===== src/hdl/dsg_pkg.sv =====
// shared constants, types and tables for the digital sinc sample generator
`default_nettype none
package dsg_pkg;

    localparam int ORDER_W   = 6;
    localparam int INDEX_W   = 9;
    localparam int VALUE_W   = 16;
    localparam int CFG_IDX_W = 1;

    localparam int DEF_MAX_ORDER = 32;
    localparam int DEF_FRAC_BITS = 15;

    localparam logic [CFG_IDX_W-1:0] CFG_ORDER        = 1'd0;
    localparam logic [CFG_IDX_W-1:0] CFG_SHIFTED_MODE = 1'd1;

    localparam int Q      = 30;
    localparam int X_W    = 31;
    localparam int X2_W   = 32;
    localparam int R_W    = 31;
    localparam int KK_W   = 7;
    localparam int N4_W   = 8;
    localparam int ANG_W  = 39;
    localparam int XQ_W   = 32;
    localparam int DEN_W  = 37;
    localparam int HQ_W   = 30;
    localparam int HC_W   = 9;
    localparam int HORNER_STEPS = 8;

    localparam logic [31:0]    PI_Q30         = 32'd3373259426;
    localparam logic [R_W-1:0] ONE_Q30        = 31'h4000_0000;
    localparam logic [R_W-1:0] HALF_SQRT2_Q30 = 31'd759250125;

    typedef struct packed {
        logic [ORDER_W-1:0] n;
        logic [2:0]         idx;
        logic               den_neg;
        logic               special;
        logic               spec_neg;
        logic               flip;
        logic               oor;
        logic               den_zero;
    } t_side;

    // magnitude of sin(k*pi/4)
    function automatic logic [R_W-1:0] num_mag(input logic [2:0] idx);
        logic [R_W-1:0] v;
        case (idx)
            3'd0, 3'd4: v = '0;
            3'd2, 3'd6: v = ONE_Q30;
            default:    v = HALF_SQRT2_Q30;
        endcase
        return v;
    endfunction

    function automatic logic num_neg(input logic [2:0] idx);
        return idx >= 3'd5;
    endfunction

    function automatic logic [HC_W-1:0] horner_div(input int step);
        logic [HC_W-1:0] v;
        case (step)
            0:       v = 9'd272;
            1:       v = 9'd210;
            2:       v = 9'd156;
            3:       v = 9'd110;
            4:       v = 9'd72;
            5:       v = 9'd42;
            6:       v = 9'd20;
            default: v = 9'd6;
        endcase
        return v;
    endfunction

    // floor(2^32 / horner_div)
    function automatic logic [HQ_W-1:0] horner_recip(input int step);
        logic [HQ_W-1:0] v;
        case (step)
            0:       v = 30'd15790320;
            1:       v = 30'd20452225;
            2:       v = 30'd27531841;
            3:       v = 30'd39045157;
            4:       v = 30'd59652323;
            5:       v = 30'd102261126;
            6:       v = 30'd214748364;
            default: v = 30'd715827882;
        endcase
        return v;
    endfunction

endpackage
`default_nettype wire


===== src/hdl/dsg_div_pipe.sv =====
// pipelined restoring divider, a fixed number of quotient bits per stage
`default_nettype none
module dsg_div_pipe #(
    parameter int NUM_W = 39,
    parameter int DEN_W = 8,
    parameter int QUO_W = 32,
    parameter int STEPS = 4
) (
    input  wire logic                 i_clk,
    input  wire logic                 i_rst_n,
    input  wire logic                 i_en,
    input  wire logic                 i_valid,
    input  wire dsg_pkg::t_side       i_side,
    input  wire logic [NUM_W-1:0]     i_num,
    input  wire logic [DEN_W-1:0]     i_den,
    output logic                      o_valid,
    output dsg_pkg::t_side            o_side,
    output logic [QUO_W-1:0]          o_quo
);
    localparam int NSTG = QUO_W / STEPS;

    logic [NSTG-1:0]   r_valid;
    dsg_pkg::t_side    r_side [NSTG];
    logic [DEN_W-1:0]  r_rem  [NSTG];
    logic [DEN_W-1:0]  r_den  [NSTG];
    logic [QUO_W-1:0]  r_low  [NSTG];
    logic [QUO_W-1:0]  r_quo  [NSTG];

    for (genvar s = 0; s < NSTG; s++) begin : g_stg
        logic             src_valid;
        dsg_pkg::t_side   src_side;
        logic [DEN_W-1:0] src_rem, src_den, n_rem;
        logic [QUO_W-1:0] src_low, src_quo, n_low, n_quo;

        if (s == 0) begin : g_first
            assign src_valid = i_valid;
            assign src_side  = i_side;
            assign src_rem   = DEN_W'(i_num >> QUO_W);
            assign src_den   = i_den;
            assign src_low   = i_num[QUO_W-1:0];
            assign src_quo   = '0;
        end else begin : g_next
            assign src_valid = r_valid[s-1];
            assign src_side  = r_side[s-1];
            assign src_rem   = r_rem[s-1];
            assign src_den   = r_den[s-1];
            assign src_low   = r_low[s-1];
            assign src_quo   = r_quo[s-1];
        end

        always_comb begin
            logic [DEN_W:0] cat;
            n_rem = src_rem;
            n_low = src_low;
            n_quo = src_quo;
            for (int k = 0; k < STEPS; k++) begin
                cat   = {n_rem, n_low[QUO_W-1]};
                n_low = n_low << 1;
                if (cat >= {1'b0, src_den}) begin
                    n_rem = DEN_W'(cat - {1'b0, src_den});
                    n_quo = {n_quo[QUO_W-2:0], 1'b1};
                end else begin
                    n_rem = cat[DEN_W-1:0];
                    n_quo = {n_quo[QUO_W-2:0], 1'b0};
                end
            end
        end

        always_ff @(posedge i_clk) begin
            if (!i_rst_n) begin
                r_valid[s] <= 1'b0;
            end else if (i_en) begin
                r_valid[s] <= src_valid;
            end
        end

        always_ff @(posedge i_clk) begin
            if (i_en) begin
                r_side[s] <= src_side;
                r_rem[s]  <= n_rem;
                r_den[s]  <= src_den;
                r_low[s]  <= n_low;
                r_quo[s]  <= n_quo;
            end
        end
    end

    assign o_valid = r_valid[NSTG-1];
    assign o_side  = r_side[NSTG-1];
    assign o_quo   = r_quo[NSTG-1];
endmodule
`default_nettype wire


===== config.mk =====
export PLATFORM = sky130hd
export DESIGN_NAME = dsg_div_pipe
export DESIGN_NICKNAME = d
export VERILOG_FILES = /design/src/hdl/dsg_pkg.sv /design/src/hdl/dsg_div_pipe.sv
export SDC_FILE = /design/constraint.sdc
export NUM_CORES = 1
export LEC_CHECK = 0
export BUFFER_PORTS_ARGS = -buffer_cell sky130_fd_sc_hd__buf_2
export CORE_ASPECT_RATIO = 1.1
export CORE_MARGIN = 3
export CORE_UTILIZATION = 43
export CTS_CLUSTER_DIAMETER = 120
export DETAILED_ROUTE_END_ITERATION = 8
export SLEW_MARGIN = 5
export SYNTH_ARGS = -nofsm -noshare
export SYNTH_HDL_FRONTEND = slang
export SYNTH_SLANG_ARGS = --single-unit

===== constraint.sdc =====
create_clock -name i_clk -period 20.7 [get_ports i_clk]
set_input_delay 2.07 -clock i_clk [delete_from_list [all_inputs] [get_ports i_clk]]
set_output_delay 2.07 -clock i_clk [all_outputs]
set_load 0.01 [all_outputs]

# Yosys cells after proc, flatten, opt, wreduce, memory -nomap -nowiden
# Memory sizes are Yosys's and may differ from the RTL's.
# Index checks and enable logic that the tools add are counted.
word_totals:
  reg_bits: 8
  out_inout_bits: 48
  elab_cells: 143
  memories: 5
  ram_bits: 728
  in_bits: 66
classes:
  order_cmp: 32
  add_sub_neg: 32
  n_mux: 66
memory_table:
  columns: ["memory", "words", "width", "read_ports", "rd_clocked_by_memory_dff", "wr", "line_no", "rtl"]
  rows:
  - ["r_quo", 8, 32, 8, 0, 8, "dsg_div_pipe.sv:27", "logic [QUO_W-1:0] r_quo [NSTG];"]
  - ["r_low", 8, 28, 7, 0, 8, "dsg_div_pipe.sv:26", "logic [QUO_W-1:0] r_low [NSTG];"]
  - ["r_side", 8, 15, 8, 0, 8, "dsg_div_pipe.sv:23", "dsg_pkg::t_side r_side [NSTG];"]
  - ["r_den", 8, 8, 7, 0, 8, "dsg_div_pipe.sv:25", "logic [DEN_W-1:0] r_den [NSTG];"]
  - ["r_rem", 8, 8, 7, 0, 8, "dsg_div_pipe.sv:24", "logic [DEN_W-1:0] r_rem [NSTG];"]
op_table:
  columns: ["cell", "count"]
  rows:
  - [">= comparator 9 x 8 -> 1 bit", 31]
  - ["2-to-1 mux 8 bit", 32]
  - ["subtractor 8 bit", 32]
  - ["2-to-1 mux 1 bit", 34]
  - [">= comparator 8 bit", 1]

# Logic depth before layout (Yosys ltp)
# An unclocked memory read counts as a cell.
logic_depth:
  ltp_word: 9
  mapped_depth: 41
  depth_no_buf: 39

# Least setup slack after synthesis
# OpenSTA, ideal clock, no wires.
synth_timing:
  path_kind: "input -> register"
  from: "input port i_num[31]"
  to: "memory r_rem[0][1], data pin"
  required_ns: 20.440
  arrival_time_ns: 10.107
  slack_ns: 10.333
  path_stages: 39
  setup_ns: 0.260
  cell_sequence: "inv_1 > ha_1 > inv_1 > fa_1 > a211oi_4 > o21ai_2 > a221oi_4 > clkbuf_1 > mux2_2 > ha_1 > a21oi_1 > a21oi_1 > o31a_1 > a211o_1 > a21oi_1 > clkbuf_1 > nor2_1 > a21oi_1 > (+3 left out) > o21ai_0 > a21boi_0 > o21a_1 > nor2_1 > o21ai_0 > a21o_1 > clkbuf_1 > mux2i_1 > ha_1 > nor2b_1 > o21ai_0 > a21oi_1 > o21ai_0 > nand2b_1 > a21oi_1 > a21boi_0 > a311oi_4 > mux2_2"
synth_lines:
  columns: ["item", "line_no", "rtl"]
  rows:
  - ["start: declaration", "dsg_div_pipe.sv:14", "input wire logic [NUM_W-1:0] i_num,"]
  - ["end: declaration", "dsg_div_pipe.sv:24", null]

==> impl_metrics.tcl <==
set metrics [dict create \
    synthTopCellsByArea "edfxtp_1 (52%), ha_1 (11%), mux2_2 (4.9%)" \
    die_h_um 275 \
    synthArstFlopShare_pct 0 \
    cts_num_sinks 496 \
    std_cell_rows 97 \
    final.min_clock_period_ps 11160 \
    n_antenna_cell 0 \
    synth_flop_cell "edfxtp_1" \
    fin_util_pct 49.1 \
    gp_congestion 0.881 \
    worst_r2r_path_depth 35 \
    critical_path_class "input pin to flop" \
    fmax_mhz 89.6 \
    grtUsageTotal_pct 16.6 \
    crit_slowest_cell "a21oi_1" \
    post_route_cells_drive_above_1_share_pct 14.4 \
    overflow 0 \
    post-route-period-util_pct 53.9 \
    max-cap-violations 0 \
    rr_startpoint "r_den[2][1]$_DFFE_PP_" \
    h-tree-depth 2 \
    io-pin-count 114 \
    via_per_inst 5.36 \
    postCtsSetupBuffers 0 \
    final_cell_mix "edfxtp_1 (488), ha_1 (256), inv_1 (197)" \
    startpoint_type "input pin" \
    synth_top_cell_by_area "edfxtp_1" \
    syn_avg_cell_area_um2 12.4 \
    cts_made_buffers 53 \
    drc 0 \
    r2r_end "r_rem[3][6]$_DFFE_PP_" \
    cts_tree "done" \
    antenna_found_initial 0 \
    status "finished, final reports clean" \
    fin_area_um2 31600 \
    fin_tns_setup_ps 0 \
    relSlewSlack_pct 33.2 \
    synthesis.nets 2639 \
    setup_viol 0 \
    routed_wl_um 57600 \
    placed_area_um2 29900 \
    io_buffers 113 \
    max_stage_delay_ps 770 \
    synth_area_um2 28300 \
    drt_pass1_iterations 5 \
    cp.required_ps 21050 \
    grt_pass1_vias 18400 \
    ff2ff_setup_slack_ps 10630 \
    fillCellCount 5658 \
    ant_nets 0 \
    core-area_um2 64400 \
    synth_cells 2286 \
    vias 17800 \
    whs_endpoint "r_quo[1][86]$_DFFE_PP_" \
    grt_pass1_wl_um 93000 \
    synth_top_area_share_pct 51.8 \
    area_growth_pct 11.9 \
    rsz0062_at_grt "false" \
    wire_per_inst_um 17.3 \
    clk_pin_slew_ps 60 \
    hp-start "r_quo[1][50]$_DFFE_PP_" \
    hp-class "flop to flop" \
    die_x_um 251 \
    ys_ff_latch 496 \
    maxSlewViolCount 0 \
    dp_hpwl_um 43000 \
    start_util_pct 43.9 \
    finClkSkew_ps 32.1 \
    cts_resized 0 \
    postCtsHoldBufs 0 \
    final_nets 2795 \
    mostFrequentLayoutCell "edfxtp_1" \
    cp-end-kind "flop" \
    worst_slew_pin_slew_ps 1000 \
    ys_seq_area_share_pct 52.4 \
    cp.arrival_ps 11510 \
    min_path_cells 0 \
    yosysWarnings 0 \
    die_area_um2 68900 \
    crit_top_cell "a21oi_1" \
    crit_fanout 18 \
    clock_path_buffers 3 \
    worstSkewPairLatency_ps 630 \
    grt_max_degree 114 \
    finalHoldViolations 0 \
    drt-initial-drc-count 881 \
    clockRootBuffer "clkbuf_16" \
    synth-edff-count 488 \
    ys_types 83 \
]
==> synth_stat cells, drive strengths merged (32+ instances only) <==
cell type,count
edfxtp,488
o21ai,121
o21a,32
mux2,125
xnor2,98
nand3,33
nor2,120
nor2b,66
ha,256
a21oi,126
mux2i,46
xor2,43
nand2,105
a21o,37
inv,201
nand4,33
==> through the flow <==
stage	setup slack [ps]	hold slack (ps)	instances
detailed placement	9050	405	3228
floorplan	10330	400	2286
CTS	9640	396	3323
global placement	9180	400	3228
global route	8760	404	3323
finish	9540	402	3323
==> critical path: cells and delay by family <==
kind,cells,cell delay [ps]
adder cells (fa/ha/maj),4,1460
multiplexers,3,1220
AO/OA/AOI/OAI,20,5830
AND/OR/NAND/NOR,5,480
buffers and inverters,3,420
==> worst max-delay path by stage <==
stage | from | to | slack (ps)
floorplan | i_num[31] | r_rem[0][1]$_DFFE_PP_ | 10330
global placement | i_den[1] | r_rem[0][2]$_DFFE_PP_ | 9180
CTS | i_den[1] | r_rem[0][3]$_DFFE_PP_ | 9640
finish | i_den[1] | r_rem[0][3]$_DFFE_PP_ | 9540
detailed placement | i_den[1] | r_rem[0][3]$_DFFE_PP_ | 9050
global route | i_den[1] | r_rem[0][3]$_DFFE_PP_ | 8760
==> state kept, by name, summed over array words and instances (netlist names) <==
| register | flops |
|---|---|
| r_den | 56 |
| r_side | 120 |
| r_low | 112 |
| r_quo | 144 |
| g_stg.src_valid | 7 |
| o_valid | 1 |
| r_rem | 56 |
==> logic make-up after synthesis <==
logic type / synth area share, %
buffers and inverters: 2.96
AO/OA/AOI/OAI: 11.4
adder cells (fa/ha/maj): 13.5
flip-flops: 52.4
XOR/XNOR: 4.37
AND/OR/NAND/NOR: 8.72
multiplexers: 6.62
==> routing by layer <==
metal	vias to the layer above	wire length [um]	GRT usage, %
li1	8860	-	-
met1	8590	25000	20.3
met2	252	29300	30.2
met3	96	1710	2.29
met4	0	1710	5.68
met5	-	0	0
==> area by class of cell <==
class / instances / area [um^2] / share of cell area (%)
Clock buffer: 60 / 1350 / 4.28
Clock inverter: 35 / 380 / 1.20
Inverter: 201 / 754 / 2.38
Multi-Input combinational cell: 1568 / 12600 / 40.0
Sequential cell: 496 / 14800 / 46.8
Tap cell: 841 / 1050 / 3.33
Timing Repair Buffer: 122 / 643 / 2.03
Power is left out: the tool's default activity adds up to more than one toggle a clock period on the data nets, which glitch-free logic cannot reach.
