===== config.mk =====
export PLATFORM = sky130hd
export DESIGN_NAME = dsg_horner
export DESIGN_NICKNAME = d
export VERILOG_FILES = /design/src/hdl/dsg_pkg.sv /design/src/hdl/dsg_horner.sv
export SDC_FILE = /design/constraint.sdc
export NUM_CORES = 2
export LEC_CHECK = 0
export CAP_MARGIN = 10
export CORE_MARGIN = 5
export CORE_UTILIZATION = 60
export CTS_BUF_LIST = sky130_fd_sc_hd__clkbuf_4
export CTS_CLUSTER_SIZE = 40
export DETAILED_ROUTE_END_ITERATION = 8
export DONT_BUFFER_PORTS = 1
export PLACE_DENSITY = 0.81
export SETUP_SLACK_MARGIN = 0.02
export SLEW_MARGIN = 10
export SYNTH_ARGS = -nofsm -noshare
export SYNTH_HDL_FRONTEND = slang
export SYNTH_SLANG_ARGS = --single-unit

===== constraint.sdc =====
create_clock -name i_clk -period 10.8 [get_ports i_clk]
set_clock_uncertainty 0.05 [all_clocks]
set_input_delay 2.16 -clock i_clk [delete_from_list [all_inputs] [get_ports i_clk]]
set_output_delay 2.16 -clock i_clk [all_outputs]
set_load 0.01 [all_outputs]

===== src/hdl/dsg_pkg.sv =====
// shared constants, types and tables for the digital sinc sample generator
`default_nettype none
package dsg_pkg;

    localparam int ORDER_W   = 6;
    localparam int INDEX_W   = 9;
    localparam int VALUE_W   = 16;
    localparam int CFG_IDX_W = 1;

    localparam int DEF_MAX_ORDER = 32;
    localparam int DEF_FRAC_BITS = 15;

    localparam logic [CFG_IDX_W-1:0] CFG_ORDER        = 1'd0;
    localparam logic [CFG_IDX_W-1:0] CFG_SHIFTED_MODE = 1'd1;

    localparam int Q      = 30;
    localparam int X_W    = 31;
    localparam int X2_W   = 32;
    localparam int R_W    = 31;
    localparam int KK_W   = 7;
    localparam int N4_W   = 8;
    localparam int ANG_W  = 39;
    localparam int XQ_W   = 32;
    localparam int DEN_W  = 37;
    localparam int HQ_W   = 30;
    localparam int HC_W   = 9;
    localparam int HORNER_STEPS = 8;

    localparam logic [31:0]    PI_Q30         = 32'd3373259426;
    localparam logic [R_W-1:0] ONE_Q30        = 31'h4000_0000;
    localparam logic [R_W-1:0] HALF_SQRT2_Q30 = 31'd759250125;

    typedef struct packed {
        logic [ORDER_W-1:0] n;
        logic [2:0]         idx;
        logic               den_neg;
        logic               special;
        logic               spec_neg;
        logic               flip;
        logic               oor;
        logic               den_zero;
    } t_side;

    // magnitude of sin(k*pi/4)
    function automatic logic [R_W-1:0] num_mag(input logic [2:0] idx);
        logic [R_W-1:0] v;
        case (idx)
            3'd0, 3'd4: v = '0;
            3'd2, 3'd6: v = ONE_Q30;
            default:    v = HALF_SQRT2_Q30;
        endcase
        return v;
    endfunction

    function automatic logic num_neg(input logic [2:0] idx);
        return idx >= 3'd5;
    endfunction

    function automatic logic [HC_W-1:0] horner_div(input int step);
        logic [HC_W-1:0] v;
        case (step)
            0:       v = 9'd272;
            1:       v = 9'd210;
            2:       v = 9'd156;
            3:       v = 9'd110;
            4:       v = 9'd72;
            5:       v = 9'd42;
            6:       v = 9'd20;
            default: v = 9'd6;
        endcase
        return v;
    endfunction

    // floor(2^32 / horner_div)
    function automatic logic [HQ_W-1:0] horner_recip(input int step);
        logic [HQ_W-1:0] v;
        case (step)
            0:       v = 30'd15790320;
            1:       v = 30'd20452225;
            2:       v = 30'd27531841;
            3:       v = 30'd39045157;
            4:       v = 30'd59652323;
            5:       v = 30'd102261126;
            6:       v = 30'd214748364;
            default: v = 30'd715827882;
        endcase
        return v;
    endfunction

endpackage
`default_nettype wire


===== src/hdl/dsg_horner.sv =====
// one horner step of the sine series: multiply, reciprocal divide, subtract
`default_nettype none
module dsg_horner #(
    parameter int STEP = 0
) (
    input  wire logic                         i_clk,
    input  wire logic                         i_rst_n,
    input  wire logic                         i_en,
    input  wire logic                         i_valid,
    input  wire dsg_pkg::t_side               i_side,
    input  wire logic [dsg_pkg::X_W-1:0]      i_x,
    input  wire logic [dsg_pkg::X2_W-1:0]     i_x2,
    input  wire logic [dsg_pkg::R_W-1:0]      i_r,
    output logic                              o_valid,
    output dsg_pkg::t_side                    o_side,
    output logic [dsg_pkg::X_W-1:0]           o_x,
    output logic [dsg_pkg::X2_W-1:0]          o_x2,
    output logic [dsg_pkg::R_W-1:0]           o_r
);
    localparam logic [dsg_pkg::HC_W-1:0] HC = dsg_pkg::horner_div(STEP);
    localparam logic [dsg_pkg::HQ_W-1:0] HM = dsg_pkg::horner_recip(STEP);
    localparam int P_W = dsg_pkg::X2_W + dsg_pkg::R_W;
    localparam int M_W = dsg_pkg::X2_W + dsg_pkg::HQ_W;
    localparam int C_W = dsg_pkg::HQ_W + dsg_pkg::HC_W;

    // stage a: x2 * r
    logic                         r_a_valid;
    dsg_pkg::t_side               r_a_side;
    logic [dsg_pkg::X_W-1:0]      r_a_x;
    logic [dsg_pkg::X2_W-1:0]     r_a_x2, r_a_v;
    // stage b: reciprocal product
    logic                         r_b_valid;
    dsg_pkg::t_side               r_b_side;
    logic [dsg_pkg::X_W-1:0]      r_b_x;
    logic [dsg_pkg::X2_W-1:0]     r_b_x2, r_b_v;
    logic [dsg_pkg::HQ_W-1:0]     r_b_q;
    // stage c: correction and subtract
    logic                         r_c_valid;
    dsg_pkg::t_side               r_c_side;
    logic [dsg_pkg::X_W-1:0]      r_c_x;
    logic [dsg_pkg::X2_W-1:0]     r_c_x2;
    logic [dsg_pkg::R_W-1:0]      r_c_r;

    logic [P_W-1:0]               prod_a;
    logic [M_W-1:0]               prod_b;
    logic [C_W-1:0]               qc;
    logic [dsg_pkg::X2_W-1:0]     rem;
    logic [dsg_pkg::R_W-1:0]      t, n_r;

    assign prod_a = P_W'(i_x2) * P_W'(i_r);
    assign prod_b = M_W'(r_a_v) * M_W'(HM);

    always_comb begin
        qc  = C_W'(r_b_q) * C_W'(HC);
        rem = r_b_v - qc[dsg_pkg::X2_W-1:0];
        t   = dsg_pkg::R_W'(r_b_q) + dsg_pkg::R_W'(rem >= dsg_pkg::X2_W'(HC));
        n_r = (t >= dsg_pkg::ONE_Q30) ? '0 : dsg_pkg::ONE_Q30 - t;
    end

    always_ff @(posedge i_clk) begin
        if (!i_rst_n) begin
            r_a_valid <= 1'b0;
            r_b_valid <= 1'b0;
            r_c_valid <= 1'b0;
        end else if (i_en) begin
            r_a_valid <= i_valid;
            r_b_valid <= r_a_valid;
            r_c_valid <= r_b_valid;
        end
    end

    always_ff @(posedge i_clk) begin
        if (i_en) begin
            r_a_side <= i_side;
            r_a_x    <= i_x;
            r_a_x2   <= i_x2;
            r_a_v    <= prod_a[dsg_pkg::Q +: dsg_pkg::X2_W];
            r_b_side <= r_a_side;
            r_b_x    <= r_a_x;
            r_b_x2   <= r_a_x2;
            r_b_v    <= r_a_v;
            r_b_q    <= prod_b[dsg_pkg::X2_W +: dsg_pkg::HQ_W];
            r_c_side <= r_b_side;
            r_c_x    <= r_b_x;
            r_c_x2   <= r_b_x2;
            r_c_r    <= n_r;
        end
    end

    assign o_valid = r_c_valid;
    assign o_side  = r_c_side;
    assign o_x     = r_c_x;
    assign o_x2    = r_c_x2;
    assign o_r     = r_c_r;
endmodule
`default_nettype wire


; Yosys cells after proc, flatten, opt, wreduce, memory -nomap -nowiden
; Index checks and enable logic that the tools add are counted.
[totals]
regBits = 356
latchBits = 0
ram_bits = 0
rom_bits = 0
in_bits = 113
output_inout_bits = 110
wordCells = 45
n_memories = 0
[op_classes]
add_sub_neg = 3
mul = 3
div_mod_pow = 0
magnitude_cmp = 2
eq_ne = 0
shift = 0
mux = 0
n_bitwise = 0
reduce_logical = 0
[op_table]
columns = operator, n
row1 = 32-bit by 31-bit multiplier with 62-bit output, 1
row2 = "32-bit by 20-bit multiplier with 52-bit output, second input constant", 1
row3 = "32-bit by 9-bit >= comparator with 1-bit output, second input constant", 1
row4 = 32-bit subtractor, 1
row5 = "25-bit by 31-bit >= comparator with 1-bit output, second input constant", 1
row6 = "31-bit by 25-bit subtractor with 31-bit output, first input constant", 1
row7 = "24-bit by 5-bit multiplier with 28-bit output, second input constant", 1
row8 = 24-bit by 1-bit adder with 25-bit output, 1

; Logic depth before layout (Yosys ltp)
[logic_depth]
ltp_word = 5
depth_mapped = 36
ltp_nobuf = 35

; Worst setup path before layout
; Ideal clock, no wire load.
[synth_path]
path_type = input port to flip-flop
startpoint = input i_r[16] in the netlist's numbering
endpoint = register r_a_v[29] in the netlist's numbering (data pin)
setup_time_ps = 260
arrival_time_ps = 9190
required_ps = 10490
setup_slack_ps = 1300
cell_stages = 29
path_buffers = 2
cell_sequence = clkbuf_1 -> nand2_1 -> fa_1 -> inv_1 -> fa_1 -> inv_1 -> fa_1 -> inv_1 -> fa_1 -> inv_1 -> fa_1 -> fa_1 -> inv_1 -> fa_1 -> inv_1 -> fa_1 -> inv_1 -> ha_1 -> clkbuf_1 -> nand3_1 -> nor2_1 -> o2111ai_1 -> o21ai_1 -> o2111ai_1 -> a2111oi_2 -> nor4_1 -> o31ai_1 -> a21boi_0 -> xnor2_1
[synth_between]
elab_chain_len = 1
[synth_lines]
columns = element, line_no
row1 = start: declaration, dsg_horner.sv:13  ; input wire logic [dsg_pkg::R_W-1:0] i_r,
row2 = 32-bit by 31-bit multiplier with 62-bit output, dsg_horner.sv:50  ; assign prod_a = P_W'(i_x2) * P_W'(i_r);
row3 = via prod_a[59], dsg_horner.sv:44  ; logic [P_W-1:0] prod_a;
row4 = end signal: assignment, dsg_horner.sv:77  ; r_a_v <= prod_a[dsg_pkg::Q +: dsg_pkg::X2_W];
row5 = end: declaration, dsg_horner.sv:30  ; logic [dsg_pkg::X2_W-1:0] r_a_x2, r_a_v;
; The timed path passes the listed nets, and every way through them passes these cells.
; A chain may end at the register's enable or synchronous reset.

; Final worst setup path
[layout_path]
startpoint = register r_b_q[5] in the netlist's numbering
endpoint = register r_c_r, in the netlist o_r[23] (data pin)
[layout_between]
elab_chain_len = 5
elab_cells_between_ends = 6
classes_between = add/sub: 3 / mul: 1 / order compare: 2
[layout_lines]
columns = element, line_no
row1 = start: declaration, dsg_horner.sv:36  ; logic [dsg_pkg::HQ_W-1:0] r_b_q;
row2 = start signal: assignment, dsg_horner.sv:82  ; r_b_q <= prod_b[dsg_pkg::X2_W +: dsg_pkg::HQ_W];
row3 = 24-bit by 5-bit multiplier with 28-bit output, dsg_horner.sv:54  ; qc = C_W'(r_b_q) * C_W'(HC);
row4 = 32-bit subtractor, dsg_horner.sv:55  ; rem = r_b_v - qc[dsg_pkg::X2_W-1:0];
row5 = 32-bit by 9-bit >= comparator with 1-bit output, dsg_horner.sv:56  ; t = dsg_pkg::R_W'(r_b_q) + dsg_pkg::R_W'(rem >= dsg_pkg::X2_W'(HC));
row6 = 24-bit by 1-bit adder with 25-bit output (*), dsg_horner.sv:56
row7 = 31-bit by 25-bit subtractor with 31-bit output or 25-bit by 31-bit >= comparator with 1-bit output (tied branches), dsg_horner.sv:57  ; n_r = (t >= dsg_pkg::ONE_Q30) ? '0 : dsg_pkg::ONE_Q30 - t;
row8 = end signal: assignment, dsg_horner.sv:86  ; r_c_r <= n_r;
row9 = end: declaration, dsg_horner.sv:42  ; logic [dsg_pkg::R_W-1:0] r_c_r;
; Every way passes the cells marked *; elsewhere a longest branch is shown, timed or not.

==> reports/metrics.yaml <==
run_status:
  status: "complete, no violations"
critical_path:
  r2r_end: "o_r[23]$_DFFE_PP_"
  cp.arrival_ns: 10.40
  crit_slowest_cell: "edfxtp_1"
  startpoint_type: "flip-flop"
  worstReg2RegStart: "r_b_q[5]$_DFFE_PP_"
  worst-path-buf-inv: 1
  crit_required_ns: 11.39
  r2r_cells: 34
  path_class: "reg -> reg"
  ff2ff_setup_slack_ns: 0.99
  cpPeakStageDelay_ns: 0.54
  crit_fanout: 11
  path_delay_family: "compound AO/OA/AOI/OAI gates"
  cp-end-kind: "flip-flop"
synth:
  synth_top_family_by_area: "adder cells"
  synth.most_common_cell: "inv_1"
  avgSynthCellArea_um2: 10.3
  synth.area.mux_share_pct: 0.245
  async_reset_ff_share_pct: 0
  yosys.area_share.adder_pct: 53.4
  synth_xor_area_share_pct: 1.93
  yosysTopAreaCell: "fa_1"
  yosys.area_share.simple_pct: 11.0
  synthTopCellsByCount: "1275 x inv_1, 1115 x fa_1, 883 x nand2_1, 575 x ha_1, 349 x edfxtp_1"
  synthDistinctLibCells: 86
  syn_inst: 5368
  synthesis.area_um2: 55200
  synth.top_cell.area_share_pct: 40.4
  synth_seq_cells: 352
  synth-compound-area-share_pct: 4.21
  synth_ff_type: "edfxtp_1"
  syn_nets: 7171
  yosysWarnings: 0
  synth_edf_count: 349
  netlist_top_cells_area: "fa_1 40%, edfxtp_1 19%, ha_1 13%"
  ys_seq_area_share_pct: 19.1
routing:
  dr.pass1.iters: 6
  avgViaCountPerCell: 5.73
  drtIter0Drc: 3148
  wl_per_cell_um: 20.1
  vias: 37300
  wl_um: 131000
  ant_nets: 0
  drc: 0
min_path:
  hold_path_class: "reg -> reg"
  holdPathStages: 0
  min-delay-start: "r_b_x2[4]$_DFFE_PP_"
  holdPathEnd: "o_x2[4]$_DFFE_PP_"
final_layout:
  n_fill_cell: 7089
  area_growth_pct: 3.48
  drive_gt1_share_pct: 3.31
  final_nets: 7060
cts:
  clock_tree.root_cell: "clkbuf_4"
  htreeDepth: 3
  numClockSinks: 352
  cts_made_buffers: 90
  clockBufferDepth: 3
  cts_setup_buffers: 0
  path_clk_slew_ns: 0.07
  insertion_delay_ns: 0.89
  cts-hold-fix-buffers: 0
  cts_tree: "built"
  cts.repair.resized: 0
sta:
  worst_pin_slew_ns: 1.38
  fin_tns_setup_ns: 0
  post-route-period-util_pct: 90.8
  hold_viol: 0
  setup_viol: 0
  finalCriticalPeriod_ns: 9.81
  slew_viol_final: 0
  rsz0062_at_grt: "false"
  fmax_mhz: 102
  slew_headroom_pct: 8.22
floorplan:
  die-width_um: 313
  fp.dieH_um: 313
  io_pins: 223
  coreArea_um2: 91500
  initial_core_util_pct: 60.4
  rows: 111
  dieArea_um2: 98200
run:
  drv_cap: 0
placed_design:
  dp_hpwl_um: 98900
  gp_congestion: 0.916
  portBuffers: 0
global_route:
  grt_pass1_vias: 40800
  grt_remaining_overflow: 0
  grt_pass1_wl_um: 213000
  antenna_found_initial: 9
  grt_usage_pct: 27.3
  grt_max_degree: 353
[metal layers]
layer  GRT usage (%)  routed length [um]  vias up  share of wire (%)
met5           0.247                  61        -              0.047
met4            8.96                4670        8                3.6
met3            8.17               14900      407                 11
met2            43.9               60700     1930                 46
met1            36.1               50200    18800                 38
li1                -                   -    16200                  -
[placed cells by master (no fill, tap or decap), types with 13 or more instances in the layout]
master,n
a211oi_1,14
a21o_1,44
a21oi_1,104
a31oi_1,18
and2_1,195
clkbuf_4,120
clkinv_1,13
edfxtp_1,349
fa_1,1115
ha_1,575
inv_1,1275
nand2_1,883
nand2b_1,13
nand3_1,40
nand4_1,24
nor2_1,77
nor2b_1,16
nor3_1,36
nor4_1,13
o21ai_0,63
xnor2_1,71
xor2_1,51
[final cells by class]
| type | count | area (um^2) | area share, % |
|---|---|---|---|
| Clock buffer | 120 | 901 | 1.58 |
| Multi-Input combinational cell | 3534 | 39100 | 68.5 |
| Inverter | 1276 | 4790 | 8.38 |
| Antenna cell | 4 | 10.0 | 0.0175 |
| Clock inverter | 31 | 289 | 0.506 |
| Timing Repair Buffer | 3 | 22.5 | 0.0394 |
| Tap cell | 1186 | 1480 | 2.60 |
| Sequential cell | 352 | 10500 | 18.4 |
[registers in the layout, indices dropped and copies added, names as in the netlist]
| register | count |
|---|---|
| r_a_x | 31 |
| o_x | 31 |
| o_r | 31 |
| r_b_x2 | 32 |
| r_b_valid | 1 |
| r_b_x | 31 |
| o_x2 | 32 |
| o_side | 15 |
| o_valid | 1 |
| r_a_v | 32 |
| r_a_valid | 1 |
| r_b_q | 24 |
| r_b_v | 28 |
| r_a_side | 15 |
| r_b_side | 15 |
| r_a_x2 | 32 |
[worst max-delay path by stage]
| stage | startpoint | endpoint | slack [ns] | cells past startpoint |
|---|---|---|---|---|
| floorplan | i_r[16] | r_a_v[29]$_DFFE_PP_ | 1.30 | 29 |
| global placement | i_r[7] | r_a_v[29]$_DFFE_PP_ | 0.90 | 26 |
| detailed placement | i_r[7] | r_a_v[29]$_DFFE_PP_ | 0.71 | 26 |
| CTS | r_b_q[5]$_DFFE_PP_ | o_r[23]$_DFFE_PP_ | 1.08 | 34 |
| global route | r_b_q[5]$_DFFE_PP_ | o_r[23]$_DFFE_PP_ | 0.05 | 34 |
| finish | r_b_q[5]$_DFFE_PP_ | o_r[23]$_DFFE_PP_ | 0.99 | 34 |
[through the flow]
stage	utilization (%)	setup slack, ns	hold slack, ns	std cells	area, um^2
4_1_cts	62.5	1.08	0.291	6502	57200
6_report	62.5	0.989	0.302	6506	57200
3_3_place_gp	61.2	0.896	0.350	6351	56000
2_1_floorplan	-	1.30	0.350	5368	55200
5_1_grt	62.5	0.0500	0.332	6505	57200
3_5_place_dp	61.2	0.707	0.355	6351	56000
[cell families (layout without fill, tap and decap cells)]
group | after synthesis | count (layout)
other | 0 | 4
XOR/XNOR | 122 | 122
buffers and inverters | 1482 | 1430
flip-flops | 352 | 352
AO/OA/AOI/OAI | 355 | 355
AND/OR/NAND/NOR | 1354 | 1354
multiplexers | 13 | 13
adder cells (fa/ha/maj) | 1690 | 1690
Power is left out: the tool's default activity adds up to more than one toggle a clock period on the data nets, which glitch-free logic cannot reach.
