===== src/hdl/dsg_pkg.sv =====
// shared constants, types and tables for the digital sinc sample generator
`default_nettype none
package dsg_pkg;

    localparam int ORDER_W   = 6;
    localparam int INDEX_W   = 9;
    localparam int VALUE_W   = 16;
    localparam int CFG_IDX_W = 1;

    localparam int DEF_MAX_ORDER = 32;
    localparam int DEF_FRAC_BITS = 15;

    localparam logic [CFG_IDX_W-1:0] CFG_ORDER        = 1'd0;
    localparam logic [CFG_IDX_W-1:0] CFG_SHIFTED_MODE = 1'd1;

    localparam int Q      = 30;
    localparam int X_W    = 31;
    localparam int X2_W   = 32;
    localparam int R_W    = 31;
    localparam int KK_W   = 7;
    localparam int N4_W   = 8;
    localparam int ANG_W  = 39;
    localparam int XQ_W   = 32;
    localparam int DEN_W  = 37;
    localparam int HQ_W   = 30;
    localparam int HC_W   = 9;
    localparam int HORNER_STEPS = 8;

    localparam logic [31:0]    PI_Q30         = 32'd3373259426;
    localparam logic [R_W-1:0] ONE_Q30        = 31'h4000_0000;
    localparam logic [R_W-1:0] HALF_SQRT2_Q30 = 31'd759250125;

    typedef struct packed {
        logic [ORDER_W-1:0] n;
        logic [2:0]         idx;
        logic               den_neg;
        logic               special;
        logic               spec_neg;
        logic               flip;
        logic               oor;
        logic               den_zero;
    } t_side;

    // magnitude of sin(k*pi/4)
    function automatic logic [R_W-1:0] num_mag(input logic [2:0] idx);
        logic [R_W-1:0] v;
        case (idx)
            3'd0, 3'd4: v = '0;
            3'd2, 3'd6: v = ONE_Q30;
            default:    v = HALF_SQRT2_Q30;
        endcase
        return v;
    endfunction

    function automatic logic num_neg(input logic [2:0] idx);
        return idx >= 3'd5;
    endfunction

    function automatic logic [HC_W-1:0] horner_div(input int step);
        logic [HC_W-1:0] v;
        case (step)
            0:       v = 9'd272;
            1:       v = 9'd210;
            2:       v = 9'd156;
            3:       v = 9'd110;
            4:       v = 9'd72;
            5:       v = 9'd42;
            6:       v = 9'd20;
            default: v = 9'd6;
        endcase
        return v;
    endfunction

    // floor(2^32 / horner_div)
    function automatic logic [HQ_W-1:0] horner_recip(input int step);
        logic [HQ_W-1:0] v;
        case (step)
            0:       v = 30'd15790320;
            1:       v = 30'd20452225;
            2:       v = 30'd27531841;
            3:       v = 30'd39045157;
            4:       v = 30'd59652323;
            5:       v = 30'd102261126;
            6:       v = 30'd214748364;
            default: v = 30'd715827882;
        endcase
        return v;
    endfunction

endpackage
`default_nettype wire


===== src/hdl/dsg_front.sv =====
// index decode, angle folding and angle numerator
`default_nettype none
module dsg_front #(
    parameter int MAX_ORDER = dsg_pkg::DEF_MAX_ORDER
) (
    input  wire logic                          i_clk,
    input  wire logic                          i_rst_n,
    input  wire logic                          i_en,
    input  wire logic                          i_valid,
    input  wire logic [dsg_pkg::INDEX_W-1:0]   i_sample_index,
    input  wire logic [dsg_pkg::ORDER_W-1:0]   i_order,
    input  wire logic                          i_shifted_mode,
    output logic                               o_valid,
    output dsg_pkg::t_side                     o_side,
    output logic [dsg_pkg::ANG_W-1:0]          o_ang,
    output logic [dsg_pkg::N4_W-1:0]           o_n4
);
    logic [dsg_pkg::ORDER_W-1:0] n;
    logic [dsg_pkg::N4_W-1:0]    n4, j, kk_raw;
    logic [dsg_pkg::INDEX_W-1:0] n8;
    logic                        first_half;
    dsg_pkg::t_side              side;

    logic                        r_valid0;
    dsg_pkg::t_side              r_side0;
    logic [dsg_pkg::KK_W-1:0]    r_kk;

    logic                        r_valid1;
    dsg_pkg::t_side              r_side1;
    logic [dsg_pkg::ANG_W-1:0]   r_ang;
    logic [dsg_pkg::N4_W-1:0]    r_n4;

    always_comb begin
        n = i_order;
        if (i_order == '0) begin
            n = dsg_pkg::ORDER_W'(1);
        end else if (int'(i_order) > MAX_ORDER) begin
            n = dsg_pkg::ORDER_W'(MAX_ORDER);
        end
        n4         = {n, 2'b00};
        n8         = {n, 3'b000};
        first_half = i_sample_index < dsg_pkg::INDEX_W'(n4);
        j = first_half ? dsg_pkg::N4_W'(dsg_pkg::INDEX_W'(n4) - i_sample_index)
                       : dsg_pkg::N4_W'(i_sample_index - dsg_pkg::INDEX_W'(n4));

        side      = '0;
        side.n    = n;
        side.oor  = i_sample_index > n8;
        side.flip = !i_shifted_mode && first_half && !n[0];
        kk_raw    = j;
        if (i_shifted_mode) begin
            if (j == '0) begin
                side.special = 1'b1;
            end else if (j == n4) begin
                side.special  = 1'b1;
                side.spec_neg = !n[0];
            end
            side.idx = j[2:0];
        end else begin
            if (j == dsg_pkg::N4_W'(2)) begin
                side.special = 1'b1;
                kk_raw       = '0;
                side.idx     = '0;
            end else if (j < dsg_pkg::N4_W'(2)) begin
                kk_raw       = dsg_pkg::N4_W'(2) - j;
                side.den_neg = 1'b1;
                side.idx     = j[2:0] + 3'd6;
            end else begin
                kk_raw   = j - dsg_pkg::N4_W'(2);
                side.idx = kk_raw[2:0];
            end
        end
        // fold into the first quarter wave
        if ({kk_raw, 1'b0} > {1'b0, n4}) begin
            kk_raw = n4 - kk_raw;
        end
    end

    always_ff @(posedge i_clk) begin
        if (!i_rst_n) begin
            r_valid0 <= 1'b0;
            r_valid1 <= 1'b0;
        end else if (i_en) begin
            r_valid0 <= i_valid;
            r_valid1 <= r_valid0;
        end
    end

    always_ff @(posedge i_clk) begin
        if (i_en) begin
            r_side0 <= side;
            r_kk    <= kk_raw[dsg_pkg::KK_W-1:0];
            r_side1 <= r_side0;
            r_ang   <= dsg_pkg::ANG_W'(dsg_pkg::PI_Q30) * dsg_pkg::ANG_W'(r_kk)
                     + dsg_pkg::ANG_W'({r_side0.n, 1'b0});
            r_n4    <= {r_side0.n, 2'b00};
        end
    end

    assign o_valid = r_valid1;
    assign o_side  = r_side1;
    assign o_ang   = r_ang;
    assign o_n4    = r_n4;
endmodule
`default_nettype wire


===== config.mk =====
export PLATFORM = sky130hd
export DESIGN_NAME = dsg_front
export DESIGN_NICKNAME = d
export VERILOG_FILES = /design/src/hdl/dsg_pkg.sv /design/src/hdl/dsg_front.sv
export SDC_FILE = /design/constraint.sdc
export NUM_CORES = 1
export LEC_CHECK = 0
export BUFFER_PORTS_ARGS = -buffer_cell sky130_fd_sc_hd__buf_2
export CAP_MARGIN = 20
export CELL_PAD_IN_SITES_DETAIL_PLACEMENT = 1
export CELL_PAD_IN_SITES_GLOBAL_PLACEMENT = 1
export CORE_UTILIZATION = 51
export CTS_CLUSTER_DIAMETER = 100
export DETAILED_ROUTE_END_ITERATION = 10
export PLACE_DENSITY_LB_ADDON = 0.25
export RECOVER_POWER = 50
export SYNTH_ARGS = -nofsm -noshare
export SYNTH_HDL_FRONTEND = slang
export SYNTH_SLANG_ARGS = --single-unit

===== constraint.sdc =====
create_clock -name i_clk -period 9.2 [get_ports i_clk]
set_clock_uncertainty 0.05 [all_clocks]
set_input_delay 0.46 -clock i_clk [delete_from_list [all_inputs] [get_ports i_clk]]
set_output_delay 0.46 -clock i_clk [all_outputs]
set_load 0.02 [all_outputs]

After elaboration in Yosys (flattened, before gate mapping)

Index checks and enable logic that the tools add are counted.

Add/sub/neg operators: 7
Multiply operators: 1
Divide/modulo/power cells: 0
Magnitude comparators: 5
Eq/ne operators: 2
Shift-type cells: 0
Multiplexer cells: 15
Bitwise gates (word level): 2
Reductions and logical operators: 8

Operator list:

| operator                | count |
|---|---|
| $add A39 B7 Y39         | 1 |
| $mul A31 B7 Y38 const A | 1 |
| $mux W8                 | 4 |
| $sub A8 B8 Y8           | 2 |
| $mux W6                 | 2 |
| $gt A9 B8 Y1            | 1 |
| $gt A9 B9 Y1            | 1 |
| $lt A9 B8 Y1            | 1 |
| $mux W3                 | 3 |
| $eq A8 B2 Y1 const B    | 1 |
| $eq A8 B8 Y1            | 1 |
| $logic_not A8 Y1        | 1 |
| $lt A8 B2 Y1 const B    | 1 |
| $sub A2 B8 Y8 const A   | 1 |
| $sub A8 B2 Y8 const B   | 1 |
| $mux W7                 | 1 |
| $sub A7 B7 Y7           | 1 |
| $gt A6 B6 Y1 const B    | 1 |
| $logic_not A6 Y1        | 1 |
| $mux W1                 | 4 |
| $add A3 B3 Y3 const B   | 1 |
| $reduce_or A3 Y1        | 1 |
| $logic_and A1 B1 Y1     | 2 |
| $logic_not A1 Y1        | 2 |
| 3 further kinds         | 4 |

Register bits after elaboration: 76
Bits in latches: 0
RAM bits: 0
ROM bits: 0
Input port bits: 20
Memories kept: 0

Depth between registers and ports, before layout

Gate-level depths: netlist of run 1.

Word-level depth: 11
Gate-level depth with buffers: 29
Mapped depth without buffers: 26

Least setup slack after synthesis of run 1

OpenSTA, ideal clock, no wires.

Kind: input -> register
Start point: input i_order[4] (netlist bit)
End point: register r_kk[3] (netlist bit), data pin
Arrival: 5.326 ns
Setup slack: 3.562 ns
Stages on the path: 25
Path buffers: 1
Cells stage by stage: nor4_1 nor2_1 nor2_1 ha_1 nor3b_2 a221o_1 mux2_4 mux2i_1 o211a_4 nand2_1 nor2_1 a21oi_1 a22oi_1 inv_1 ha_1 nor2b_1 o21a_1 o21a_1 o21a_1 o21ai_0 a21o_1 a41o_1 o211a_1 buf_4 mux2_1

Longest elaborated chain between the ends: 11
Elaborated cells on any way between the ends: 18
Those cells by class: 5 x add/sub; 4 x order compare; 1 x eq/ne; 7 x mux; 1 x reduce/logical

Ends and longest elaborated chain:

| what                                          | RTL line                         | text |
|---|---|---|
| start, declared                               | dsg_front.sv:11                  | `input wire logic [dsg_pkg::ORDER_W-1:0] i_order,` |
| $gt A6 B6 Y1                                  | dsg_front.sv:37                  | `end else if (int'(i_order) > MAX_ORDER) begin` |
| $mux W6                                       | dsg_front.sv:37                  |  |
| $mux W6 (*)                                   | dsg_front.sv:35                  | `if (i_order == '0) begin` |
| net n, one bit                                | dsg_front.sv:18                  | `logic [dsg_pkg::ORDER_W-1:0] n;` |
| $sub A8 B8 Y8, or another cell as far along   | dsg_front.sv:44                  | `: dsg_pkg::N4_W'(i_sample_index - dsg_pkg::INDEX_W'(n4));` |
| $mux W8                                       | dsg_front.sv:43                  | `j = first_half ? dsg_pkg::N4_W'(dsg_pkg::INDEX_W'(n4) - i_sample_index)` |
| $sub A8 B2 Y8, or another cell as far along   | dsg_front.sv:69                  | `kk_raw = j - dsg_pkg::N4_W'(2);` |
| $mux W8                                       | dsg_front.sv:64                  | `end else if (j < dsg_pkg::N4_W'(2)) begin` |
| $mux W8                                       | dsg_front.sv:60                  | `if (j == dsg_pkg::N4_W'(2)) begin` |
| $mux W8                                       | dsg_front.sv:51                  | `if (i_shifted_mode) begin` |
| $gt A9 B8 Y1 or $sub A7 B7 Y7 (tied branches) | dsg_front.sv:74, dsg_front.sv:75 |  |
| $mux W7 (*)                                   | dsg_front.sv:74                  | `if ({kk_raw, 1'b0} > {1'b0, n4}) begin` |
| net kk_raw, one bit                           | dsg_front.sv:19                  | `logic [dsg_pkg::N4_W-1:0] n4, j, kk_raw;` |
| end signal, assigned                          | dsg_front.sv:92                  | `r_kk <= kk_raw[dsg_pkg::KK_W-1:0];` |
| end, declared                                 | dsg_front.sv:26                  | `logic [dsg_pkg::KK_W-1:0] r_kk;` |

Mark *: on every way through the listed nets, which the timed path passes. The rest lies on a longest branch.
A chain may end at the register's enable or synchronous reset.

Final worst setup path of run 1

Same ends and word-level chain as after synthesis.

==> flow_metrics.env, run 1 <==
export IMPL_post_cts_setup_buffers=0
export IMPL_fin_crit_sh=0.696
export IMPL_root_buffer="clkbuf_16"
export IMPL_postSynthAreaPerCell_sq_um=9.47
export IMPL_viasPerCell=5.77
export IMPL_period_needed_ps=6410
export IMPL_final_max_slew_viol_count=75
export IMPL_ant_nets=0
export IMPL_clock_path_buffers=2
export IMPL_syn_area_sq_um=8630
export IMPL_crit_family="compound AO/OA/AOI/OAI gates"
export IMPL_synth_async_reset_ratio=0
export IMPL_grt_pass1_wl_mm=36.7
export IMPL_yosys_area_top_type_share=0.250
export IMPL_rows=47
export IMPL_hpwlAfterDp_mm=17.0
export IMPL_clk_pin_slew_ps=70
export IMPL_maxCapViolCount=1
export IMPL_worstMarginPinSlew_ps=4100
export IMPL_wl_mm=22.4
export IMPL_cts_sinks=74
export IMPL_cts_buffers_inserted=9
export IMPL_drtIter0Drc=266
export IMPL_rsz0062_at_grt="no"
export IMPL_clk_latency_ps=350
export IMPL_hold_buffers=0
export IMPL_crit_path_max_incr_delay_ps=530
export IMPL_setup_violations=0
export IMPL_vias=6917
export IMPL_critPathSlowestCell="clkbuf_1"
export IMPL_die_h_um=132
export IMPL_drive_gt1_frac=0.122
export IMPL_end_kind="flop"
export IMPL_nNetsFinal=1159
export IMPL_worstPathArrival_ps=6460
export IMPL_cts_tree="done"
export IMPL_clock_fmax_ghz=0.156
export IMPL_synth_edf_count=72
export IMPL_fin_tns_setup_ps=0
export IMPL_synth_top_cell_by_area="edfxtp_1"
export IMPL_gp_congestion=0.875
export IMPL_multi_input_area_sq_um=5860
export IMPL_violations="max-capacitance violations, max-slew violations"
export IMPL_regArea_sq_um=2200
export IMPL_startpoint_type="input pin"
export IMPL_post_drt_wl_per_cell_um=18.7
export IMPL_core_area_sq_um=16600
export IMPL_placement_io_buffers=78
export IMPL_worstSetupPathType="in2reg"
export IMPL_status="finished with violations"
export IMPL_drc_errors=0
export IMPL_ys_warn_count=0
export IMPL_die_w_um=132
export IMPL_antenna_found_initial=0
export IMPL_yosysUniqueCellTypes=91
export IMPL_cp_max_fo=9
export IMPL_hp_class="in2reg"
export IMPL_critPathBufInv=3
export IMPL_regToRegSetupSlack_ps=3100
export IMPL_grt_start_max_net_pins=75
export IMPL_start_util=0.521
export IMPL_fill_cells=1962
export IMPL_area_growth_syn_to_layout_pct=8.65
export IMPL_htreeDepth=3
export IMPL_synthCells=912
export IMPL_gr_usage_all_layers=0.265
export IMPL_n_antenna_cell=0
export IMPL_overflow=0
export IMPL_ctsResizeCount=0
export IMPL_ys_ff_latch=74
export IMPL_io_pins=83
export IMPL_required_ps=9250
export IMPL_synth_main_ff_cell="edfxtp_1"
export IMPL_grt_pass1_vias=7290
export IMPL_slew_headroom=-1.73
export IMPL_hold_viol=0
export IMPL_drtPass1Iterations=5
export IMPL_die_area_sq_um=17500
export IMPL_synthTopCellsByArea="edfxtp_1, ha_1, fa_1, xnor2_1, inv_1"
export IMPL_ys_seq_area_frac=0.255
-- worst register-to-register path, stage by stage (launching register included) --
cell       delay, ps
edfxtp_1         660
ha_1             530
xor2_1           330
ha_1             320
fa_1             540
inv_1             50
fa_1             500
inv_1             50
ha_1             450
nand4_1          160
nor2_1           180
nand2_1           90
o21ai_1          440
xnor2_1          220
a2111oi_4        310
nand3_1          270
nor3_2           390
nand3b_1         140
xnor2_1          150
-- cell usage in the layout (no fill, tap or decap), types with 29 or more instances in the layout --
cell      count
xnor2_1      55
o21ai_0      29
nor2_1       59
buf_2        67
edfxtp_1     72
fa_1         33
ha_1        132
a21oi_1      52
inv_1       103
nand2_1      62
xor2_1       29
-- cells in the mapped netlist, drive strengths merged (11+ instances only) --
master / instances
buf: 21
nand2: 62
o21a: 15
nand4: 11
nor3: 19
xnor2: 56
inv: 103
a21oi: 53
nand3: 24
nor2b: 13
fa: 33
edfxtp: 72
xor2: 29
o21ai: 37
a21o: 24
nor2: 59
ha: 132
-- stage by stage --
step / cell area (sq um) / hold WS [ps] / util / setup WS, ps / cells
4_1_cts: 9400 / 269 / 0.567 / 3150 / 1199
2_1_floorplan: 8650 / 350 / - / 3560 / 915
5_1_grt: 9380 / 287 / 0.566 / 2440 / 1199
3_3_place_gp: 9120 / 354 / 0.550 / 3100 / 1183
3_5_place_dp: 9120 / 360 / 0.550 / 2930 / 1183
6_report: 9380 / 280 / 0.566 / 2790 / 1199
-- worst paths after layout --
check                                 from        end  depth (start not counted)
worst max-delay path            i_order[4]    r_kk[3]                         26
worst min-delay path               i_rst_n   r_valid0                          2
worst max register to register     r_kk[5]  o_ang[36]                         18
worst min register to register  r_side0[5]  o_side[5]                          0
-- registers in the layout, summed over array words and instances (netlist names) --
| name | count |
|---|---|
| o_ang | 38 |
| o_n4 | 6 |
| o_side | 8 |
| o_valid | 1 |
| r_kk | 6 |
| r_side0 | 14 |
| r_valid0 | 1 |
-- cell type report --
type / count / area share
clock buffer: 9 / 0.0240
tap: 220 / 0.0293
multi-input combinational: 707 / 0.624
timing repair buffer: 79 / 0.0405
inverter: 103 / 0.0412
clock inverter: 7 / 0.00573
sequential: 74 / 0.235
-- per-layer routing --
layer  up-vias  GRT usage  wire [um]
met5         -          0          0
met3        43     0.0408        620
met1      3401      0.334      10200
met2       128      0.462      11100
met4         0     0.0898        498
li1       3345          -          -
-- logic make-up after synthesis --
kind of cell,after synthesis,share of synthesized area
flip-flops,74,0.255
multiplexers,14,0.0177
adder cells (fa/ha/maj),165,0.268
XOR/XNOR,85,0.0871
other,1,0.000434
AO/OA/AOI/OAI,199,0.159
buffers and inverters,134,0.0678
AND/OR/NAND/NOR,240,0.145
Power of run 1 is not shown: default switching activity piles up to over one toggle a cycle in this logic, so the estimate is an artifact.
==> run 2, diff against run 1 <==
--- a/config.mk
+++ b/config.mk
@@ -5,11 +5,12 @@
 export SDC_FILE = /design/constraint.sdc
 export NUM_CORES = 1
 export LEC_CHECK = 0
+export ABC_AREA = 1
 export BUFFER_PORTS_ARGS = -buffer_cell sky130_fd_sc_hd__buf_2
 export CAP_MARGIN = 20
 export CELL_PAD_IN_SITES_DETAIL_PLACEMENT = 1
 export CELL_PAD_IN_SITES_GLOBAL_PLACEMENT = 1
-export CORE_UTILIZATION = 51
+export CORE_UTILIZATION = 46
 export CTS_CLUSTER_DIAMETER = 100
 export DETAILED_ROUTE_END_ITERATION = 10
 export PLACE_DENSITY_LB_ADDON = 0.25
==> constraint.sdc (replaced) <==
create_clock -name i_clk -period 6 [get_ports i_clk]
set_clock_uncertainty 0.05 [all_clocks]
set_input_delay 0.3 -clock i_clk [delete_from_list [all_inputs] [get_ports i_clk]]
set_output_delay 0.3 -clock i_clk [all_outputs]
set_load 0.02 [all_outputs]
==> run 2 against run 1 <==
Net effect:
- the flow still finishes with violations (max-capacitance violations, max-slew violations)
- global-route usage up 1.8 points
- first-iteration DRC count up 33%
- area after synthesis up 6.7%
- final cell count up 31%
- flip-flop and latch count unchanged
- cell area up 8.9%
- critical path depth down 4
- utilization down 4.2 points
- routed wire length up 25%
- non-clock buffer count up 11
- via count up 21%
==> flow_metrics.env, run 2 <==
export IMPL_status="finished with violations"
export IMPL_violations="max-capacitance violations, max-slew violations"
export IMPL_routed_top_layer="met4"
export IMPL_layout_commonest_cell="nand2_1"
export IMPL_rows=51
export IMPL_setup_violations=0
export IMPL_crit_path_max_incr_delay_ps=560
export IMPL_crit_family="adder cells"
export IMPL_critPathBufInv=2
export IMPL_ys_seq_area_frac=0.239
export IMPL_grt_start_max_net_pins=76
export IMPL_slew_headroom=-1.67
export IMPL_period_needed_ps=5570
export IMPL_worstHoldStart="i_valid"
export IMPL_cpMostUsedCell="nand2_1"
export IMPL_synth_async_reset_ratio=0
export IMPL_cts_tree="done"
export IMPL_drtPass1Iterations=6
export IMPL_die_w_um=144
export IMPL_hold_depth=3
export IMPL_holdPathEnd="r_valid0"
export IMPL_synth_top_cell_by_area="edfxtp_1"
export IMPL_required_ps=6050
export IMPL_synthXorXnorAreaFrac=0.0708
export IMPL_cts_sinks=74
export IMPL_synth_top_family_by_area="simple AND/OR/NAND/NOR gates"
export IMPL_wl_met1_mm=12.7
export IMPL_regToRegSetupSlack_ps=430
export IMPL_synthTopCellsByArea="edfxtp_1, ha_1, nand2_1, inv_1, fa_1"
export IMPL_root_buffer="clkbuf_16"
export IMPL_synth_mux_area_frac=0
export IMPL_gp_congestion=0.944
export IMPL_htreeDepth=3
export IMPL_ys_warn_count=0
export IMPL_hold_viol=0
export IMPL_clk_pin_slew_ps=70
export IMPL_fill_cells=2559
export IMPL_whs_ps=149
export IMPL_area_growth_syn_to_layout_pct=11.0
export IMPL_crit_chain="ha_1 -> xor2_1 -> ha_1 -> fa_1 -> inv_1 -> fa_1 -> inv_1 -> ha_1 -> a21oi_1 -> o21ai_0 -> nand2_1 -> nand3_1 -> nand2_1 -> nand2_1 -> nand2_1 -> nand2_1 -> nor2_1 -> nand2_1 -> nor2_1 -> nand4_1 -> nand3b_1 -> nand2_1"
export IMPL_clock_path_buffers=2
export IMPL_core_area_sq_um=19500
export IMPL_yosysUniqueCellTypes=56
export IMPL_synth_simple_area_share=0.261
export IMPL_design_area_sq_um=10200
export IMPL_hpwlAfterDp_mm=23.5
export IMPL_ys_ff_latch=74
export IMPL_die_h_um=144
export IMPL_r2r_start="r_kk[4]"
export IMPL_placement_io_buffers=78
export IMPL_cts_buffers_inserted=9
export IMPL_nNetsFinal=1482
export IMPL_drtIter0Drc=355
export IMPL_vias=8342
export IMPL_syn_area_sq_um=9210
export IMPL_synthCells=1207
export IMPL_placed_area_sq_um=9900
export IMPL_largest_reg_flops=38
export IMPL_worstPathArrival_ps=5610
export IMPL_drc_errors=0
export IMPL_clk_latency_ps=340
export IMPL_postSynthAreaPerCell_sq_um=7.63
export IMPL_synth_adder_area_share=0.251
export IMPL_worstSetupPathType="reg2reg"
export IMPL_wl_mm=28.1
export IMPL_viasPerCell=5.32
export IMPL_synth_compound_area_frac=0.0782
export IMPL_synthTopCellsByCount="nand2_1, inv_1, ha_1"
export IMPL_final_max_slew_viol_count=76
export IMPL_drive_gt1_frac=0.0876
export IMPL_synth_main_ff_cell="edfxtp_1"
export IMPL_wl_met2_mm=13.5
export IMPL_final_cell_mix="nand2_1, inv_1, ha_1"
export IMPL_end_kind="flop"
export IMPL_grt_pass1_vias=8578
export IMPL_gr_usage_all_layers=0.283
export IMPL_fin_tns_setup_ps=0
export IMPL_critPathSlowestCell="edfxtp_1"
export IMPL_startpoint_type="flop"
export IMPL_met3_wirelength_mm=1.08
export IMPL_clock_fmax_ghz=0.180
export IMPL_n_antenna_cell=0
export IMPL_ant_nets=0
export IMPL_worstMarginPinSlew_ps=4010
export IMPL_overflow=0
export IMPL_cp_max_fo=8
export IMPL_maxCapViolCount=1
export IMPL_start_util=0.472
export IMPL_die_area_sq_um=20600
export IMPL_yosys_area_top_type_share=0.235
export IMPL_antenna_found_initial=0
export IMPL_hold_buffers=0
export IMPL_grt_pass1_wl_mm=44.5
export IMPL_io_pins=83
export IMPL_reg2regPathDepth=22
export IMPL_fin_crit_sh=0.928
export IMPL_synth_edf_count=72
export IMPL_post_drt_wl_per_cell_um=17.9
export IMPL_hp_class="in2reg"
export IMPL_r2r_end="o_ang[37]"
export IMPL_yosysMostFrequentCell="nand2_1"
## run 2: final cells by class
type,instances,area [sq um],area share
repair buffers,90,408,0.0399
clock inverters,6,97.6,0.00955
multi-input cells,902,6120,0.598
clock buffers,10,239,0.0234
well taps,265,332,0.0324
flip-flops and latches,74,2200,0.215
inverters,220,826,0.0808
## run 2: worst min-delay path: stages
cell	delay, ps
buf_2	80
nor2_1	40
nor2_1	90
## run 2: timing repair
action,4_1_cts,5_1_grt
endpoints found under the hold margin,0,0
resized for setup,0,2
setup endpoints to repair,0,5
buffers inserted,0,6
## run 2: worst max path at each step
stage	from	end	cells past startpoint	slack (ps)
floorplan	r_kk[5]	o_ang[27]	18	1220
global placement	r_kk[5]	o_ang[32]	23	490
detailed placement	r_kk[5]	o_ang[35]	23	380
CTS	r_kk[5]	o_ang[37]	23	280
global route	r_kk[4]	o_ang[37]	21	-40
finish	r_kk[4]	o_ang[37]	22	430
## run 2: metrics by stage
step,std cells,utilization,setup WS (ps)
5_1_grt,1567,0.523,-35.2
3_5_place_dp,1545,0.507,384
2_1_floorplan,1210,-,1220
6_report,1567,0.523,434
3_3_place_gp,1545,0.507,490
4_1_cts,1561,0.524,282
## run 2: layer usage
| layer | vias to the layer above | global-route usage |
|---|---|---|
| met5 | - | 0 |
| met4 | 0 | 0.0997 |
| met3 | 50 | 0.0263 |
| met2 | 186 | 0.490 |
| met1 | 4046 | 0.368 |
| li1 | 4060 | - |
## run 2: cell families (layout without fill, tap and decap cells)
| group | after synthesis | after routing |
|---|---|---|
| AOI/OAI and AO/OA | 123 | 123 |
| xor gates and xnor gates | 71 | 71 |
| adders and majority gates | 165 | 165 |
| buffers and inverters | 234 | 326 |
| DFF | 74 | 74 |
| other | 1 | 4 |
| and+or+nand+nor | 539 | 539 |
Power of run 2 is left out for the same reason.
==> run 3, diff against run 2 <==
--- a/config.mk
+++ b/config.mk
@@ -5,12 +5,11 @@
 export SDC_FILE = /design/constraint.sdc
 export NUM_CORES = 1
 export LEC_CHECK = 0
-export ABC_AREA = 1
 export BUFFER_PORTS_ARGS = -buffer_cell sky130_fd_sc_hd__buf_2
 export CAP_MARGIN = 20
 export CELL_PAD_IN_SITES_DETAIL_PLACEMENT = 1
 export CELL_PAD_IN_SITES_GLOBAL_PLACEMENT = 1
-export CORE_UTILIZATION = 46
+export CORE_UTILIZATION = 48
 export CTS_CLUSTER_DIAMETER = 100
 export DETAILED_ROUTE_END_ITERATION = 10
 export PLACE_DENSITY_LB_ADDON = 0.25
==> run 3 against run 2 <==
Net effect:
- critical path depth decreased by 3
- worst setup slack worse by 160 ps
- the run still ends with max-capacitance violations, max-slew violations left
- utilization rose by 3.1 points
==> flow_metrics.env, run 3 (synthesized netlist as in run 1, its figures left out) <==
export IMPL_slew_headroom=-1.92
export IMPL_startpoint_type="flop"
export IMPL_crit_chain="ha_1 -> xor2_1 -> ha_1 -> a21o_1 -> fa_1 -> inv_1 -> fa_1 -> inv_1 -> ha_1 -> a21o_1 -> a21o_2 -> a221oi_1 -> o21ai_2 -> xnor2_1 -> a2111oi_4 -> nand3_1 -> nor3_4 -> nand2b_1 -> xnor2_1"
export IMPL_placement_io_buffers=78
export IMPL_drc_errors=0
export IMPL_clock_path_buffers=2
export IMPL_clk_pin_slew_ps=70
export IMPL_instances_no_fill=1231
export IMPL_hold_depth=2
export IMPL_holdPathEnd="r_valid0"
export IMPL_required_ps=6050
export IMPL_vias=7057
export IMPL_drive_gt1_frac=0.150
export IMPL_reg2regPathDepth=19
export IMPL_gr_usage_all_layers=0.269
export IMPL_gp_congestion=0.887
export IMPL_cts_sinks=74
export IMPL_worstSetupPathType="reg2reg"
export IMPL_grt_start_max_net_pins=75
export IMPL_root_buffer="clkbuf_16"
export IMPL_rows=48
export IMPL_final_cell_mix="ha_1, inv_1, edfxtp_1"
export IMPL_fill_cells=2052
export IMPL_worst_slack_ps=275
export IMPL_clk_latency_ps=360
export IMPL_fin_crit_sh=0.954
export IMPL_clock_fmax_ghz=0.175
export IMPL_hold_viol=0
export IMPL_r2r_start="r_kk[5]"
export IMPL_cts_buffers_inserted=9
export IMPL_cp_max_fo=9
export IMPL_critPathSlowestCell="edfxtp_1"
export IMPL_cts_tree="done"
export IMPL_largest_reg_flops=38
export IMPL_area_growth_syn_to_layout_pct=11.8
export IMPL_hp_class="in2reg"
export IMPL_die_w_um=136
export IMPL_viasPerCell=5.73
export IMPL_worstPathArrival_ps=5780
export IMPL_rsz0062_at_grt="no"
export IMPL_end_kind="flop"
export IMPL_hold_buffers=0
export IMPL_worstMarginPinSlew_ps=4370
export IMPL_post_drt_wl_per_cell_um=18.9
export IMPL_nNetsFinal=1186
export IMPL_setup_violations=0
export IMPL_regToRegSetupSlack_ps=270
export IMPL_r2r_end="o_ang[35]"
export IMPL_pre_cts_slack_ps=181
export IMPL_wl_mm=23.2
export IMPL_hpwlAfterDp_mm=17.7
export IMPL_cpMostUsedCell="ha_1"
export IMPL_start_util=0.496
export IMPL_numPlacedInstances=1215
export IMPL_worstHoldStart="i_rst_n"
export IMPL_n_antenna_cell=0
export IMPL_die_h_um=136
export IMPL_grt_pass1_vias=7534
export IMPL_startpoint="r_kk[5]"
export IMPL_antenna_found_initial=0
export IMPL_htreeDepth=3
export IMPL_die_area_sq_um=18500
export IMPL_overflow=0
export IMPL_crit_path_max_incr_delay_ps=510
export IMPL_core_area_sq_um=17400
export IMPL_io_pins=83
export IMPL_drtPass1Iterations=4
export IMPL_grt_pass1_wl_mm=38.5
export IMPL_drtIter0Drc=256
export IMPL_utilization=0.554
export IMPL_layout_commonest_cell="ha_1"
export IMPL_violations="max-capacitance violations, max-slew violations"
export IMPL_ant_nets=0
export IMPL_maxCapViolCount=1
export IMPL_fin_tns_setup_ps=0
export IMPL_final_max_slew_viol_count=75
export IMPL_period_needed_ps=5730
export IMPL_status="finished with violations"
-- run 3: stage by stage --
step                hold WS, ps  cell area [sq um]
global route                138               9650
finish                      118               9650
global placement            354               9330
CTS                        90.6               9630
floorplan                   350               8650
detailed placement          358               9330
-- run 3: how the worst max path moves through the flow --
stage                     end  slack [ps]
finish              o_ang[35]         270
global route        o_ang[35]           5
CTS                 o_ang[35]         140
detailed placement  o_ang[35]         180
global placement    o_ang[35]         290
floorplan             r_kk[3]         520
-- run 3: timing repair --
action	in CTS	in global routing
setup endpoints to repair	0	7
buffers inserted	0	0
resized for setup	0	9
-- run 3: cell type report --
class | instances | area [sq um] | area share
clock buffer | 9 | 225 | 0.0233
tap | 225 | 282 | 0.0292
timing repair buffer | 106 | 578 | 0.0599
multi-input combinational | 707 | 5910 | 0.612
inverter | 103 | 387 | 0.0401
sequential | 74 | 2200 | 0.228
clock inverter | 7 | 73.8 | 0.00765
-- run 3: layer usage --
layer	vias to the layer above	track usage	part of all wire	routed length (um)
met4	0	0.0759	0.018	419
met1	3503	0.331	0.44	10300
met5	-	0	0	0
met2	111	0.481	0.51	11800
met3	38	0.0403	0.029	664
li1	3405	-	-	-
-- run 3: critical path: cells and delay by family (launching register included) --
family	cells	cell delay, ps
xor gates and xnor gates	3	590
adders and majority gates	5	2040
buffers and inverters	2	90
AOI/OAI and AO/OA	6	1460
and+or+nand+nor	3	730
DFF	1	510
Power of run 3 is left out for the same reason.
